`src/sv/rpsq_pkg.sv`:
```
// ----------------------------------------------------------------------------
// rpsq_pkg
// Shared types and constants of the range product sign query block.
// ----------------------------------------------------------------------------
package rpsq_pkg;

  // Fixed widths of the item fields.
  localparam int unsigned POS_W  = 11;
  localparam int unsigned VAL_W  = 32;
  localparam int unsigned SIGN_W = 2;

  // Operation carried by an input item.
  typedef enum logic {
    CMD_CHANGE = 1'b0,
    CMD_QUERY  = 1'b1
  } cmd_e;

  // Sign class of an element, also the code of a query result.
  typedef enum logic [SIGN_W-1:0] {
    SIGN_ZERO = 2'd0,
    SIGN_POS  = 2'd1,
    SIGN_NEG  = 2'd2
  } sign_e;

  // Finished query result handed from the sequencer to the output stage.
  typedef struct packed {
    logic  valid;
    sign_e sign;
  } res_t;

endpackage

```
`src/sv/rpsq_seq.sv`:
```
// ----------------------------------------------------------------------------
// rpsq_seq
// Sequencer: clears the node memory after reset, then walks the Fenwick
// tree one node per cycle for each valid change or non-empty query item.
// ----------------------------------------------------------------------------
module rpsq_seq #(
  parameter int unsigned NUM_ELEMENTS = 1024
) (
  input  logic                              clk_i,
  input  logic                              rst_ni,
  input  logic                              in_valid_i,
  output logic                              in_stall_o,
  input  logic                              cmd_i,
  input  logic        [rpsq_pkg::POS_W-1:0] position_i,
  input  logic signed [rpsq_pkg::VAL_W-1:0] new_value_i,
  input  logic        [rpsq_pkg::POS_W-1:0] range_left_i,
  input  logic        [rpsq_pkg::POS_W-1:0] range_right_i,
  output rpsq_pkg::res_t                    res_o,
  input  logic                              res_ready_i,
  output logic                              rd_en_o,
  output logic [$clog2(NUM_ELEMENTS)-1:0]   rd_addr_o,
  input  logic [$clog2(NUM_ELEMENTS+1)+2:0] rd_data_i,
  output logic                              wr_en_o,
  output logic [$clog2(NUM_ELEMENTS)-1:0]   wr_addr_o,
  output logic [$clog2(NUM_ELEMENTS+1)+2:0] wr_data_o
);

  import rpsq_pkg::*;

  // Node index 1..NUM_ELEMENTS, memory address is index minus one.
  localparam int unsigned IDX_W  = $clog2(NUM_ELEMENTS + 1);
  localparam int unsigned ADDR_W = $clog2(NUM_ELEMENTS);
  localparam int unsigned CNT_W  = IDX_W;
  localparam int unsigned WORD_W = CNT_W + 3;
  localparam logic [31:0] NUM_32 = 32'(NUM_ELEMENTS);
  localparam logic [ADDR_W-1:0] LAST_ADDR = ADDR_W'(NUM_ELEMENTS - 1);
  localparam logic [IDX_W:0] NUM_EXT = (IDX_W + 1)'(NUM_ELEMENTS);

  // Node word: element class, zero count and negative parity.
  localparam int unsigned CLS_HI = WORD_W - 1;
  localparam int unsigned CLS_LO = WORD_W - 2;
  localparam int unsigned CNT_HI = CNT_W;

  typedef enum logic [2:0] {
    S_CLEAR,
    S_IDLE,
    S_UPD,
    S_QRY,
    S_DONE
  } state_e;

  state_e            state_q, state_d;
  logic [ADDR_W-1:0] clr_q, clr_d;
  logic [IDX_W-1:0]  idx_q, idx_d;
  logic [IDX_W-1:0]  lom1_q, lom1_d;
  logic              first_q, first_d;
  logic              phase_q, phase_d;
  logic [1:0]        cls_q, cls_d;
  logic              zinc_q, zinc_d;
  logic              zdec_q, zdec_d;
  logic              flip_q, flip_d;
  logic [CNT_W-1:0]  zacc_q, zacc_d;
  logic              par_q, par_d;
  sign_e             sign_q, sign_d;

  // Decoded item fields.
  logic [31:0]      pos_32, lo_32, hi_raw_32, hi_32, lom1_32;
  logic             pos_ok, range_empty;
  logic [1:0]       new_cls;

  // Node walk arithmetic.
  logic [IDX_W-1:0] low_bit, dn_nxt, cur_m1, rd_m1, rd_idx;
  logic [IDX_W:0]   up_nxt;
  logic [1:0]       rd_cls;
  logic [CNT_W-1:0] rd_cnt, z_delta, z_new;
  logic             rd_par, par_new;
  logic             zinc, zdec, flip;
  logic             old_zero, old_neg, new_zero, new_neg;

  // Item decode and range clamping.
  always_comb begin
    pos_32      = 32'(position_i);
    pos_ok      = (pos_32 != 32'd0) && (pos_32 <= NUM_32);
    lo_32       = (range_left_i == '0) ? 32'd1 : 32'(range_left_i);
    hi_raw_32   = 32'(range_right_i);
    hi_32       = (hi_raw_32 > NUM_32) ? NUM_32 : hi_raw_32;
    lom1_32     = lo_32 - 32'd1;
    range_empty = lo_32 > hi_32;
    if (new_value_i == '0) begin
      new_cls = SIGN_ZERO;
    end else if (new_value_i[VAL_W-1]) begin
      new_cls = SIGN_NEG;
    end else begin
      new_cls = SIGN_POS;
    end
  end

  // Fields of the node that the memory returns this cycle.
  assign rd_cls = rd_data_i[CLS_HI:CLS_LO];
  assign rd_cnt = rd_data_i[CNT_HI:1];
  assign rd_par = rd_data_i[0];

  // Lowest set bit of the current index gives the next node.
  assign low_bit = idx_q & (~idx_q + IDX_W'(1));
  assign up_nxt  = {1'b0, idx_q} + {1'b0, low_bit};
  assign dn_nxt  = idx_q - low_bit;
  assign cur_m1  = idx_q - IDX_W'(1);
  assign rd_m1   = rd_idx - IDX_W'(1);

  // Class change seen at the first node of an update walk.
  assign old_zero = rd_cls == SIGN_ZERO;
  assign old_neg  = rd_cls == SIGN_NEG;
  assign new_zero = cls_q == SIGN_ZERO;
  assign new_neg  = cls_q == SIGN_NEG;
  assign zinc     = first_q ? (new_zero && !old_zero) : zinc_q;
  assign zdec     = first_q ? (old_zero && !new_zero) : zdec_q;
  assign flip     = first_q ? (old_neg ^ new_neg) : flip_q;
  assign z_delta  = zinc ? CNT_W'(1) : (zdec ? '1 : '0);

  // Query accumulation for the node read this cycle.
  assign z_new   = phase_q ? (zacc_q - rd_cnt) : (zacc_q + rd_cnt);
  assign par_new = par_q ^ rd_par;

  // Next-state logic and memory control.
  always_comb begin
    state_d   = state_q;
    clr_d     = clr_q;
    idx_d     = idx_q;
    lom1_d    = lom1_q;
    first_d   = first_q;
    phase_d   = phase_q;
    cls_d     = cls_q;
    zinc_d    = zinc_q;
    zdec_d    = zdec_q;
    flip_d    = flip_q;
    zacc_d    = zacc_q;
    par_d     = par_q;
    sign_d    = sign_q;
    rd_en_o   = 1'b0;
    rd_idx    = idx_q;
    wr_en_o   = 1'b0;
    wr_addr_o = cur_m1[ADDR_W-1:0];
    wr_data_o = '0;

    case (state_q)
      // Sweep the memory once: every element positive, all counts zero.
      S_CLEAR: begin
        wr_en_o   = 1'b1;
        wr_addr_o = clr_q;
        wr_data_o = {SIGN_POS, {CNT_W{1'b0}}, 1'b0};
        if (clr_q == LAST_ADDR) begin
          state_d = S_IDLE;
        end else begin
          clr_d = clr_q + ADDR_W'(1);
        end
      end

      // Take an item, read its first node; none for a bad position or empty range.
      S_IDLE: begin
        if (in_valid_i) begin
          if (cmd_i == CMD_CHANGE) begin
            if (pos_ok) begin
              idx_d   = pos_32[IDX_W-1:0];
              rd_idx  = pos_32[IDX_W-1:0];
              rd_en_o = 1'b1;
              first_d = 1'b1;
              cls_d   = new_cls;
              state_d = S_UPD;
            end
          end else if (range_empty) begin
            sign_d  = SIGN_POS;
            state_d = S_DONE;
          end else begin
            idx_d   = hi_32[IDX_W-1:0];
            rd_idx  = hi_32[IDX_W-1:0];
            rd_en_o = 1'b1;
            lom1_d  = lom1_32[IDX_W-1:0];
            phase_d = 1'b0;
            zacc_d  = '0;
            par_d   = 1'b0;
            state_d = S_QRY;
          end
        end
      end

      // Update walk: write back the node, read the next one upward.
      S_UPD: begin
        wr_en_o   = 1'b1;
        wr_data_o = {(first_q ? cls_q : rd_cls), rd_cnt + z_delta, rd_par ^ flip};
        first_d   = 1'b0;
        zinc_d    = zinc;
        zdec_d    = zdec;
        flip_d    = flip;
        if (up_nxt > NUM_EXT) begin
          state_d = S_IDLE;
        end else begin
          idx_d   = up_nxt[IDX_W-1:0];
          rd_idx  = up_nxt[IDX_W-1:0];
          rd_en_o = 1'b1;
        end
      end

      // Query walk: prefix of the right end, then minus the prefix before the left end.
      S_QRY: begin
        zacc_d = z_new;
        par_d  = par_new;
        if (dn_nxt != '0) begin
          idx_d   = dn_nxt;
          rd_idx  = dn_nxt;
          rd_en_o = 1'b1;
        end else if (!phase_q && (lom1_q != '0)) begin
          phase_d = 1'b1;
          idx_d   = lom1_q;
          rd_idx  = lom1_q;
          rd_en_o = 1'b1;
        end else begin
          if (z_new != '0) begin
            sign_d = SIGN_ZERO;
          end else if (par_new) begin
            sign_d = SIGN_NEG;
          end else begin
            sign_d = SIGN_POS;
          end
          state_d = S_DONE;
        end
      end

      // Hand the result over once the output stage has room.
      S_DONE: begin
        if (res_ready_i) begin
          state_d = S_IDLE;
        end
      end

      default: begin
        state_d = S_IDLE;
      end
    endcase
  end

  assign rd_addr_o  = rd_m1[ADDR_W-1:0];
  assign in_stall_o = state_q != S_IDLE;
  assign res_o      = '{valid: state_q == S_DONE, sign: sign_q};

  // State and working registers.
  always_ff @(posedge clk_i or negedge rst_ni) begin
    if (!rst_ni) begin
      state_q <= S_CLEAR;
      clr_q   <= '0;
      idx_q   <= '0;
      lom1_q  <= '0;
      first_q <= 1'b0;
      phase_q <= 1'b0;
      cls_q   <= SIGN_POS;
      zinc_q  <= 1'b0;
      zdec_q  <= 1'b0;
      flip_q  <= 1'b0;
      zacc_q  <= '0;
      par_q   <= 1'b0;
      sign_q  <= SIGN_POS;
    end else begin
      state_q <= state_d;
      clr_q   <= clr_d;
      idx_q   <= idx_d;
      lom1_q  <= lom1_d;
      first_q <= first_d;
      phase_q <= phase_d;
      cls_q   <= cls_d;
      zinc_q  <= zinc_d;
      zdec_q  <= zdec_d;
      flip_q  <= flip_d;
      zacc_q  <= zacc_d;
      par_q   <= par_d;
      sign_q  <= sign_d;
    end
  end

endmodule

```
`config.mk`:
```
export PLATFORM = sky130hd
export DESIGN_NAME = rpsq_seq
export DESIGN_NICKNAME = d
export VERILOG_FILES = /design/src/sv/rpsq_pkg.sv /design/src/sv/rpsq_seq.sv
export SDC_FILE = /design/constraint.sdc
export NUM_CORES = 1
export LEC_CHECK = 0
export ABC_CLOCK_PERIOD_IN_PS = 6150
export BUFFER_PORTS_ARGS = -buffer_cell sky130_fd_sc_hd__buf_2
export CAP_MARGIN = 40
export CORE_MARGIN = 5
export CORE_UTILIZATION = 57
export DETAILED_ROUTE_END_ITERATION = 6
export PLACE_DENSITY = 0.82
export SYNTH_ARGS = -nofsm -noshare
export SYNTH_HDL_FRONTEND = slang
export SYNTH_SLANG_ARGS = --single-unit
```
`constraint.sdc`:
```
create_clock -name clk_i -period 6.15 [get_ports clk_i]
set_input_delay 1.23 -clock clk_i [delete_from_list [all_inputs] [get_ports clk_i]]
set_output_delay 1.23 -clock clk_i [all_outputs]
set_load 0.01 [all_outputs]
```
==> reports/summary.txt, run 1 <==
fin crit period: 5.98 ns
hpwl dp: 14,700 um
final WL: 18,500 um
arrival time worst endpoint: 4.75 ns
critical path, cell by cell: buf_2, or4_1, nor2_1, a21o_1, inv_1, ha_1, nand3_1, or4_1, o21ai_2, o21a_2, buf_4, o221ai_1, o21ai_0, nand3_2, nor3_2, nand3_1, xnor2_1, buf_2
PwrDens: 502 mW/mm^2
Die X-Extent: 113 um
share of cells above drive strength 1: 0.215
vias in the first global route: 6,130
clk sinks: 56
Final Hold Slack: 0.485 ns
Final setup violation count: 0
Worst Clk Skew: 0.00441 ns
leading post-synthesis cells by cell area: dfrtp_1 (22%), ha_1 (8.6%), xnor2_1 (6.9%), o21ai_0 (5.4%), nor2_1 (5.2%)
placed cell area: 0.00682 mm^2
initial antenna violation count: 0
drt pass-1 iters: 6
Port Buffers: 123
Post-DRT Antenna Nets: 0
worst min path class: flip-flop to flip-flop
Placer Congestion: 0.991
predominant post-synthesis flop cell: dfrtp_1
Starting Density: 0.587
Worst path slowest cell: or4_1
total track usage: 0.280
Clock Path Buffers: 2
status: finished, final reports clean
#FFs+latches synth: 56
period utilization: 0.972
Congestion Overflow GR: 0
number of max-cap violations: 0
Avg Vias per Cell: 6.27
# IOs: 124
H-Tree Depth: 2
Final Hold Vio Count: 0
Slew HR: 0.471
Max Fclk: 0.167 GHz
Via Count: 6,490
Area growth, synth to finish: 14.2%
# rows: 37
cts bufs inserted: 5
WS Path Type: input pin to output pin
Synth top area share: 0.222
wire per inst: 17.9 um
Crit Path Max Fanout: 6
DRC Markers: 0
synthesized cell area: 0.00609 mm^2
largest area contributor in the netlist: dfrtp_1
syn_nets: 928
WP data required: 4.92 ns
Synth Area per Inst: 7.62 um^2
DRT iter0 DRCs: 579
Synth async-reset ratio: 1.00
Die ar.: 0.0129 mm^2
largest stage delay on the critical path: 0.56 ns
Core Region: 0.0104 mm^2
Post-synth EDFFs: 0
leakage: 3.16 nW
clock transition at the registers of the reported paths: 0.10 ns
yosys warns: 0
global-route wire length before repair: 29,700 um
Post-CTS Setup Repair Bufs: 0
sequential share of the synthesized area: 0.230
Total Nets Final: 1,026
worst vdd ir: 317 uV
die height: 113 um
Synth cell types: 79
Clock Tree Root: clkbuf_8
# diodes: 0
clk_lat worst skew: 0.32 ns
post-route cell area: 0.00696 mm^2
TritonCTS clock tree: yes
Worst Max-Slew Pin Slew: 0.790 ns
Mapped Cells: 800
Worst setup SP type: input pin
Critical Path End Type: output pin
Max Slew Vio Count: 0
largest net degree at the start of global routing: 57
## placed cells by master, fill, tap and decap left out, drive strengths merged, types with 33 or more instances in the layout
master	n
ha	42
inv	46
buf	135
dfrtp	54
nand3	33
o21ai	67
nor2	84
a21oi	47
nand2	74
xnor2	48
## path summary, 6_finish.rpt
kind	startpoint	end	slack, ns	cells after the start
hold reg to reg	flip_q	flip_q	0.48	2
hold / removal	flip_q	flip_q	0.48	2
setup reg to reg	idx_q[1]	sign_q[1]	2.06	12
max in group asynchronous	rst_ni	cls_q[1]	4.62	2
setup / recovery	range_left_i[5]	rd_addr_o[7]	0.17	18
min in group asynchronous	rst_ni	idx_q[1]	1.02	2
## synthesized netlist by cell type (8+ instances only)
master	count
o211ai_1	9
dfrtp_1	54
o21a_1	8
o21ai_0	66
and2_1	9
nand2b_1	9
nor3_1	17
clkbuf_1	33
xor2_1	12
a21oi_1	46
nand3_1	32
inv_1	44
a211oi_1	9
nand4_1	14
nor4_1	19
a31oi_1	19
nand2_1	74
xnor2_1	48
nor2_1	84
ha_1	42
nor2b_1	14
or3_1	8
## where the power goes
part           total, W  internal [W]  switching, W
Clock          0.000225     0.0000947      0.000131
Sequential     0.000738      0.000516      0.000223
Combinational   0.00253       0.00104       0.00149
## flip-flops by register name (all words and copies together) (netlist names), 2 cells and up
register  cells
idx_q        11
lom1_q       11
zacc_q       11
clr_q        10
state_q       3
cls_q         2
sign_q        2
## through the flow
step / cells / TNS, ns / worst slack, ns / utilization / total power (W)
after floorplan: 800 / 0 / 0.308 / - / 0.00248
after global placement: 1025 / 0 / 0.135 / 0.652 / 0.00313
after detailed placement: 1027 / 0 / 0.0272 / 0.657 / 0.00319
after CTS: 1035 / 0 / 0.0105 / 0.667 / 0.00343
after global routing: 1035 / -0.00863 / -0.00863 / 0.671 / 0.00378
final: 1035 / 0 / 0.172 / 0.671 / 0.00349
## area by class of cell
class                   instances  area (um^2)
well taps                     136          170
inverters                      44          165
clock buffers                   6         82.6
flip-flops and latches         56         1410
repair buffers                135          746
fillers                       946         3410
multi-input cells             656         4370
clock inverters                 2         17.5
## what timing repair did
| action | in CTS | in global routing |
|---|---|---|
| endpoints found under the setup margin | 0 | 9 |
| hold buffers | 0 | 0 |
| gates resized for setup | 0 | 14 |
| endpoints found under the hold margin | 0 | 0 |
## layer usage
metal,global-route usage,share of wire,up-vias
li1,-,-,3092
met5,0,0,-
met4,0.0921,0.034,0
met3,0.0509,0.078,57
met2,0.452,0.47,309
met1,0.381,0.42,3032
## worst max-delay path: cells and delay by family
kind            cells  cell delay, ns
xor+xnor            1            0.17
compound gates      5            0.83
simple gates        7            1.70
buf+inv             4            0.54
fa+ha+maj           1            0.27
## cells by family after synthesis
| group | count (synthesis) | share of synthesized area |
|---|---|---|
| adder cells (fa/ha/maj) | 45 | 0.0945 |
| flip-flops | 56 | 0.230 |
| multiplexers | 14 | 0.0244 |
| XOR/XNOR | 60 | 0.0863 |
| AO/OA/AOI/OAI | 222 | 0.242 |
| buffers and inverters | 88 | 0.0587 |
| AND/OR/NAND/NOR | 315 | 0.264 |
(Power assumes the default switching activity.)
==> run 2, diff against run 1 <==
--- a/config.mk
+++ b/config.mk
@@ -10,6 +10,7 @@
 export CAP_MARGIN = 40
 export CORE_MARGIN = 5
 export CORE_UTILIZATION = 57
+export CTS_BUF_LIST = sky130_fd_sc_hd__clkbuf_16
 export DETAILED_ROUTE_END_ITERATION = 6
 export PLACE_DENSITY = 0.82
 export SYNTH_ARGS = -nofsm -noshare
==> run 2 against run 1 <==
  * Fmax decreased by 0.12%
  * Via count about the same
  * Register-to-register slack got worse by 0.10 ns
  * Sequential share of layout area decreased by 0.15 points
  * Clock power increased by 30%
  * Critical path depth unchanged
  * Sequential cell count unchanged
  * Wire length about the same
  * Highest routed layer unchanged
==> reports/summary.txt, run 2 (same netlist as run 1, synthesis figures left out) <==
vias in the first global route: 6,125 (-0.082%)
Final Hold Slack: 0.476 ns (-0.00885 ns)
critical path, cell by cell: buf_2, or4_1, nor2_1, a21o_1, inv_1, ha_1, nand3b_1, a211oi_2, nor4_1, a211o_2, o211a_1, a211oi_2, o2bb2ai_1, a31oi_1, nor3_2, nand4_1, xnor2_1, buf_2
DRT iter0 DRCs: 477 (-18%)
die height: 113 um (unchanged)
Filler Cell Count: 944 (-0.21%)
initial antenna violation count: 0 (unchanged)
Clock Tree Root: clkbuf_16
Die X-Extent: 113 um (unchanged)
DRC Markers: 0 (unchanged)
worst min path class: flip-flop to flip-flop
PwrDens: 509 mW/mm^2 (+1.3%)
Worst Clk Skew: 0.00331 ns (-0.00110 ns)
period utilization: 0.973 (+0.00121)
commonest non-fill, non-tap cell in the layout: buf_2
worst r2r src: idx_q[0]
post-CTS resize count: 0 (unchanged)
fin crit period: 5.99 ns (+0.00742 ns)
# IOs: 124 (unchanged)
Die ar.: 0.0129 mm^2 (unchanged)
worst vdd ir: 320 uV (+1.0%)
Avg Vias per Cell: 6.27 (about the same)
hpwl dp: 14,700 um (unchanged)
most frequent cells in the layout: buf_2 (123), nor2_1 (84), nand2_1 (74), o21ai_0 (64), dfrtp_1 (53)
Clock Path Buffers: 2 (unchanged)
Final Hold Vio Count: 0 (unchanged)
Slew HR: 0.468 (-0.00318)
drt pass-1 iters: 5 (-1)
biggest regs: idx_q (11), lom1_q (11), zacc_q (11)
Total Nets Final: 1,026 (unchanged)
total track usage: 0.281 (+0.00112)
grt met2 use: 0.457 (+0.00553)
largest net degree at the start of global routing: 57 (unchanged)
wire per inst: 17.9 um (about the same)
Final setup violation count: 0 (unchanged)
# diodes: 0 (unchanged)
clk_lat worst skew: 0.30 ns (-0.02 ns)
share of cells above drive strength 1: 0.212 (-0.00222)
most used routing layer: met2
Worst Path Buf+Inv: 3 (-1)
Core Region: 0.0104 mm^2 (unchanged)
Layout Utilization: 0.675 (+0.00434)
clk sinks: 56 (unchanged)
Worst setup startpoint: range_left_i[5]
global-route wire length before repair: 29,800 um (+0.21%)
Worst setup SP type: input pin
arrival time worst endpoint: 4.76 ns (about the same)
WS Path Type: input pin to output pin
Hold Crit Start: flip_q
setup ws final: 0.165 ns (-0.00742 ns)
cts bufs inserted: 5 (unchanged)
Port Buffers: 123 (unchanged)
CP top delay family: compound AO/OA/AOI/OAI gates
leakage: 3.18 nW (+0.68%)
Worst path slowest cell: or4_1
grt met1 use: 0.379 (-0.00133)
Via Count: 6,486 (-0.062%)
Place WS: 0.0272 ns (unchanged)
Max Slew Vio Count: 0 (unchanged)
Starting Density: 0.587 (unchanged)
Max Fclk: 0.167 GHz (-0.12%)
number of max-cap violations: 0 (unchanged)
largest stage delay on the critical path: 0.56 ns (about the same)
met3 Track Usage GR: 0.0552 (+0.00424)
Placer Congestion: 0.991 (unchanged)
TritonCTS clock tree: yes
# rows: 37 (unchanged)
clock transition at the registers of the reported paths: 0.07 ns (-0.03 ns)
setup_tns: 0 ns (unchanged)
Crit Path Max Fanout: 10 (+4)
status: finished, final reports clean
H-Tree Depth: 2 (unchanged)
Congestion Overflow GR: 0 (unchanged)
hold buffer count at cts: 0 (unchanged)
Post-DRT Antenna Nets: 0 (unchanged)
Area growth, synth to finish: 14.9%
Critical Path End Type: output pin
WP data required: 4.92 ns (about the same)
Worst Max-Slew Pin Slew: 0.795 ns (+0.00476 ns)
final WL: 18,500 um (about the same)
Post-CTS Setup Repair Bufs: 0 (unchanged)
[run 2: cell count changes in the layout (fill, tap and decap cells not counted)]
cell,previous run,this run
clkbuf_8,6,0
clkbuf_16,0,5
clkinv_1,0,1
dfrtp_1,52,53
dfrtp_2,2,1
[run 2: final timing paths]
path / endpoint / slack [ns] / depth (start not counted)
worst max-delay path: rd_addr_o[9] / 0.16 / 18
worst min-delay path: flip_q / 0.48 / 2
worst max register to register: sign_q[1] / 1.96 / 12
worst min register to register: flip_q / 0.48 / 2
max in group asynchronous: idx_q[1] / 4.59 / 2
min in group asynchronous: idx_q[1] / 1.06 / 2
[run 2: final cells by class]
class / instances / area (um^2) / share of cell area
Timing Repair Buffer: 135 / 746 / 0.107
Sequential cell: 56 / 1410 / 0.201
Inverter: 44 / 165 / 0.0236
Clock inverter: 3 / 21.3 / 0.00304
Clock buffer: 5 / 125 / 0.0179
Multi-Input combinational cell: 656 / 4370 / 0.624
Tap cell: 136 / 170 / 0.0243
[run 2: power breakdown]
group	switching, W	internal (W)	total [W]
Sequential	0.000222	0.000516	0.000738
Clock	0.000140	0.000153	0.000293
Combinational	0.00149	0.00104	0.00253
Total	0.00186	0.00171	0.00356
[run 2: worst register-to-register path, delay by kind of cell, from the launching register on]
| kind | cells | cell delay [ns] |
|---|---|---|
| compound gates | 6 | 1.45 |
| fa+ha+maj | 1 | 0.28 |
| buf+inv | 1 | 0.21 |
| flops | 1 | 0.60 |
| mux | 1 | 0.41 |
| simple gates | 3 | 1.13 |
[run 2: metrics by stage]
step / total power (W) / std cells / area (um^2)
final: 0.00356 / 1035 / 7000
after global routing: 0.00385 / 1035 / 7000
after CTS: 0.00349 / 1035 / 6960
after detailed placement: 0.00319 / 1027 / 6820
after global placement: 0.00313 / 1025 / 6760
after floorplan: 0.00248 / 800 / 6090
[run 2: layer usage]
metal / up-vias / wire length, um
li1: 3091 / -
met1: 3020 / 7640
met2: 314 / 8650
met3: 61 / 1660
met4: 0 / 573
met5: - / 0
